**src/sv/wptd_pkg.sv**
```systemverilog
// Shared types and constants for the window pivot touch detector.
// No dependencies; imported by the RAM user modules and the top level.
`default_nettype none

package wptd_pkg;

    localparam int PRICE_W = 32;
    localparam int WIN_W   = 9;
    localparam int TOL_W   = 16;
    localparam int MIN_BARS = 3;

    localparam logic [WIN_W-1:0] DEFAULT_WINDOW = 9'd128;
    localparam logic [WIN_W-1:0] MIN_WINDOW     = 9'd2;
    localparam logic [TOL_W-1:0] DEFAULT_TOL    = 16'd3;

    // APB register select, taken from paddr[2]
    localparam logic REG_WINDOW_LENGTH = 1'b0;
    localparam logic REG_TOLERANCE     = 1'b1;

    // one stored ring entry
    typedef struct packed {
        logic [PRICE_W-1:0] high;
        logic [PRICE_W-1:0] low;
    } window_range_t;

    typedef struct packed {
        logic               touch;
        logic               ready_res;
        logic [PRICE_W-1:0] window_high;
        logic [PRICE_W-1:0] window_low;
    } result_t;

    typedef enum logic [4:0] {
        ST_IDLE  = 5'b00001,
        ST_SETUP = 5'b00010,
        ST_SCAN  = 5'b00100,
        ST_CALC  = 5'b01000,
        ST_EMIT  = 5'b10000
    } state_t;

endpackage

`default_nettype wire

```
**src/sv/wptd_scan.sv**
```systemverilog
// Window scanner: walks the ring backward from the newest entry, one read a
// cycle, and folds highest high and lowest low. Depends on wptd_pkg.
`default_nettype none

module wptd_scan #(
    parameter int AW    = 8,
    parameter int CNT_W = 9
) (
    input  wire logic                          clk,
    input  wire logic                          rst_n,
    input  wire logic                          start,
    input  wire logic [AW-1:0]                 base_addr,
    input  wire logic [AW-1:0]                 last_addr,
    input  wire logic [CNT_W-1:0]              count,
    output logic                               rd_en,
    output logic      [AW-1:0]                 rd_addr,
    input  wire wptd_pkg::window_range_t       rd_data,
    output logic                               done,
    output wptd_pkg::window_range_t            range
);

    import wptd_pkg::*;

    logic             busy_reg, busy_next;
    logic             pend_reg, pend_next;
    logic [CNT_W-1:0] left_reg, left_next;
    logic [AW-1:0]    addr_reg, addr_next;
    window_range_t    acc_reg, acc_next;

    assign rd_en   = busy_reg && (left_reg != '0);
    assign rd_addr = addr_reg;
    assign done    = busy_reg && (left_reg == '0) && !pend_reg;
    assign range   = acc_reg;

    always_comb
    begin
        busy_next = busy_reg;
        pend_next = rd_en;
        left_next = left_reg;
        addr_next = addr_reg;
        acc_next  = acc_reg;
        if (start)
        begin
            busy_next     = 1'b1;
            pend_next     = 1'b0;
            left_next     = count;
            addr_next     = base_addr;
            acc_next.high = '0;
            acc_next.low  = '1;
        end
        else
        begin
            if (rd_en)
            begin
                left_next = left_reg - 1'b1;
                // step backward around the ring
                addr_next = (addr_reg == '0) ? last_addr : addr_reg - 1'b1;
            end
            if (pend_reg)
            begin
                if (rd_data.high > acc_reg.high)
                begin
                    acc_next.high = rd_data.high;
                end
                if (rd_data.low < acc_reg.low)
                begin
                    acc_next.low = rd_data.low;
                end
            end
            if (done)
            begin
                busy_next = 1'b0;
            end
        end
    end

    always_ff @(posedge clk or negedge rst_n)
    begin
        if (!rst_n)
        begin
            busy_reg <= 1'b0;
            pend_reg <= 1'b0;
            left_reg <= '0;
        end
        else
        begin
            busy_reg <= busy_next;
            pend_reg <= pend_next;
            left_reg <= left_next;
        end
    end

    always_ff @(posedge clk)
    begin
        addr_reg <= addr_next;
        acc_reg  <= acc_next;
    end

endmodule

`default_nettype wire

```
**config.mk**
```make
export PLATFORM = sky130hd
export DESIGN_NAME = wptd_scan
export DESIGN_NICKNAME = d
export VERILOG_FILES = /design/src/sv/wptd_pkg.sv /design/src/sv/wptd_scan.sv
export SDC_FILE = /design/constraint.sdc
export NUM_CORES = 1
export LEC_CHECK = 0
export ABC_AREA = 0
export BUFFER_PORTS_ARGS = -buffer_cell sky130_fd_sc_hd__buf_2
export CAP_MARGIN = 0
export CORE_UTILIZATION = 52
export CTS_BUF_LIST = sky130_fd_sc_hd__clkbuf_16
export DETAILED_ROUTE_END_ITERATION = 16
export PLACE_DENSITY = 0.81
export SYNTH_ARGS = -nofsm -noshare
export SYNTH_HDL_FRONTEND = slang
export SYNTH_SLANG_ARGS = --single-unit
```
**constraint.sdc**
```tcl
create_clock -name clk -period 3 [get_ports clk]
set_input_delay 0.3 -clock clk [delete_from_list [all_inputs] [get_ports clk]]
set_output_delay 0.3 -clock clk [all_outputs]
set_load 0.05 [all_outputs]
```
==> flow_summary.yaml <==
job:
  drv_cap: 0
setup_path:
  arrival_ns: 2.44
  cp_max_fo: 4
  critPathKind: "reg2out"
  crit_start: "left_reg[4]"
  r2r_slack_ns: 0.52
  crit_top_cell: "or4_1"
  r2r_start: "range[63]"
  crit_path_start_kind: "register"
  max_stage_delay_ns: 0.62
  critical_path_required_ns: 2.70
  path_cells: "or4_1 > or4_1 > nor3_1 > buf_2"
  end_kind: "output port"
  critPathSlowestCell: "or4_1"
  r2r_end: "range[37]"
  worst-path-buf-inv: 1
  r2r_cells: 9
  crit_family: "simple AND/OR/NAND/NOR gates"
  crit_cells: 4
  crit_end: "done"
sta:
  hold_viol_final: 0
  finalCriticalPeriod_ns: 2.74
  slew_viol_final: 0
  slew_headroom: 0.664
  finClkSkew_ns: 0.00587
  min_period_over_period: 0.914
  setup_viol: 0
  setup_tns_ns: 0
  max_freq_mhz: 365
  tightest_slew_ns: 0.502
  rsz0062_at_grt: "no"
global_routing:
  grt_pass1_vias: 4613
  grt.total_usage: 0.237
  antenna_found_initial: 0
  overflow: 0
  grt_max_degree: 58
  grt_pass1_wl_um: 21100
synth:
  yosysUniqueCellTypes: 50
  synth_area_mm2: 0.00541
  yosysSeqAreaShare: 0.332
  synthArstFlopShare: 0.133
  syn_nets: 753
  netlist_instances: 595
  synthFlopType: "dfxtp_1"
  synth_edf_count: 8
  synth-seq-cells: 83
  yosys_warnings: 0
  synth.avg_cell_area_um2: 9.09
clocking:
  post_cts_resized: 0
  hold_buffers: 1
  cts_inserted_buffers: 9
  post_cts_buffers: 0
  clkSinkCount: 83
  clkTransAtPathRegs_ns: 0.06
  ctsLongestPathBuffers: 2
  clockRootBuffer: "clkbuf_16"
  clock_latency_ns: 0.33
  htreeDepth: 3
  cts_tree: "done"
cells_and_area:
  largest_register_ffs: 64
  drive_above_1_share: 0.251
  layout_common_cells: "165 x buf_2, 74 x inv_1, 68 x nand2b_1"
  seqCellArea_mm2: 0.00180
  fin_util: 0.666
  final_common_cell: "buf_2"
  n_fill_cell: 828
  areaGrowthSynthToFinish_pct: 22.0
  nNetsFinal: 910
  antenna_cells: 0
  multi_input_area_mm2: 0.00317
place:
  dp_hpwl_um: 9460
  globalplace.congestion: 0.839
  portBuffers: 165
power_and_ir_drop:
  p_leak_nw: 3.25
  ir_drop_uv: 314
  p_per_area_mw_per_mm2: 568
detailed_routing:
  wl_per_cell_um: 14.1
  routed_via_density: 5.36
  vias: 4771
  drt-initial-drc-count: 153
  drcViolationCount: 0
  drtAntennaViolNets: 0
  routed_wl_um: 12500
  dr.pass1.iters: 4
die:
  initial_core_util: 0.546
  dieArea_mm2: 0.0108
  rows: 36
  pin_count: 166
  die_h_um: 104
  coreArea_mm2: 0.00991
  die_x_um: 104
status:
  status: "complete, no violations"
min_path:
  hp-class: "in2reg"
==> worst min-delay path by stage <==
| stage | to | start | slack (ns) | cells after the start |
|---|---|---|---|---|
| global route | left_reg[2] | count[2] | 0.17 | 2 |
| finish | left_reg[2] | count[2] | 0.18 | 2 |
| CTS | left_reg[2] | count[2] | 0.17 | 2 |
| detailed placement | left_reg[4] | rst_n | 0.18 | 1 |
| global placement | left_reg[4] | rst_n | 0.18 | 1 |
| floorplan | busy_reg | rst_n | 0.004 | 0 |
==> synthesized netlist by cell type, drive strengths merged, types with 3 or more instances <==
cell,number,area [µm²]
a211o,35,307
a21o,7,52.6
a21oi,26,130
buf,9,95.1
clkbuf,20,75.1
dfrtp,11,275
dfxtp,64,1280
edfxtp,8,240
ha,66,826
inv,72,270
mux2i,33,330
nand2,33,124
nand2b,68,425
nand3,5,25.0
nand4,8,50.1
nor2,13,48.8
nor3,6,30.0
nor3b,33,248
nor4,5,31.3
o21a,3,22.5
o21ai,21,105
or2,3,18.8
or4,5,37.5
xnor2,8,70.1
==> layout make-up <==
class	instances	share of cell area
sequential	83	0.272
tap	133	0.0252
timing repair buffer	175	0.139
multi-input combinational	411	0.480
clock inverter	7	0.00797
inverter	72	0.0410
clock buffer	9	0.0341
==> per-layer routing <==
metal / track usage / part of all wire
met1: 0.292 / 0.44
met2: 0.392 / 0.48
met3: 0.0570 / 0.061
met4: 0.104 / 0.020
met5: 0 / 0
==> power by group <==
part / internal, mW / switching, mW / leakage (nW)
clock: 0.628 / 0.424 / 0.142
sequential: 1.26 / 0.117 / 0.745
combinational: 0.462 / 0.853 / 2.37
==> stage by stage <==
stage	power, mW	instances	cell area, µm²	hold WS, ns	setup slack, ns
after floorplan	2.40	595	5410	0.00441	0.113
after global placement	2.67	873	6310	0.180	0.503
after detailed placement	2.71	873	6310	0.182	0.468
after CTS	3.78	890	6600	0.166	0.244
after global routing	3.97	890	6600	0.174	0.147
final	3.75	890	6600	0.178	0.258
==> cell families after synthesis <==
| kind of cell | after synthesis | synth area share |
|---|---|---|
| and+or+nand+nor | 188 | 0.205 |
| AOI/OAI and AO/OA | 112 | 0.147 |
| buffers and inverters | 101 | 0.0815 |
| DFF | 83 | 0.332 |
| adders and majority gates | 66 | 0.153 |
| muxes | 35 | 0.0653 |
| xor gates and xnor gates | 10 | 0.0162 |
No activity file was read; power rests on OpenSTA's default activity.
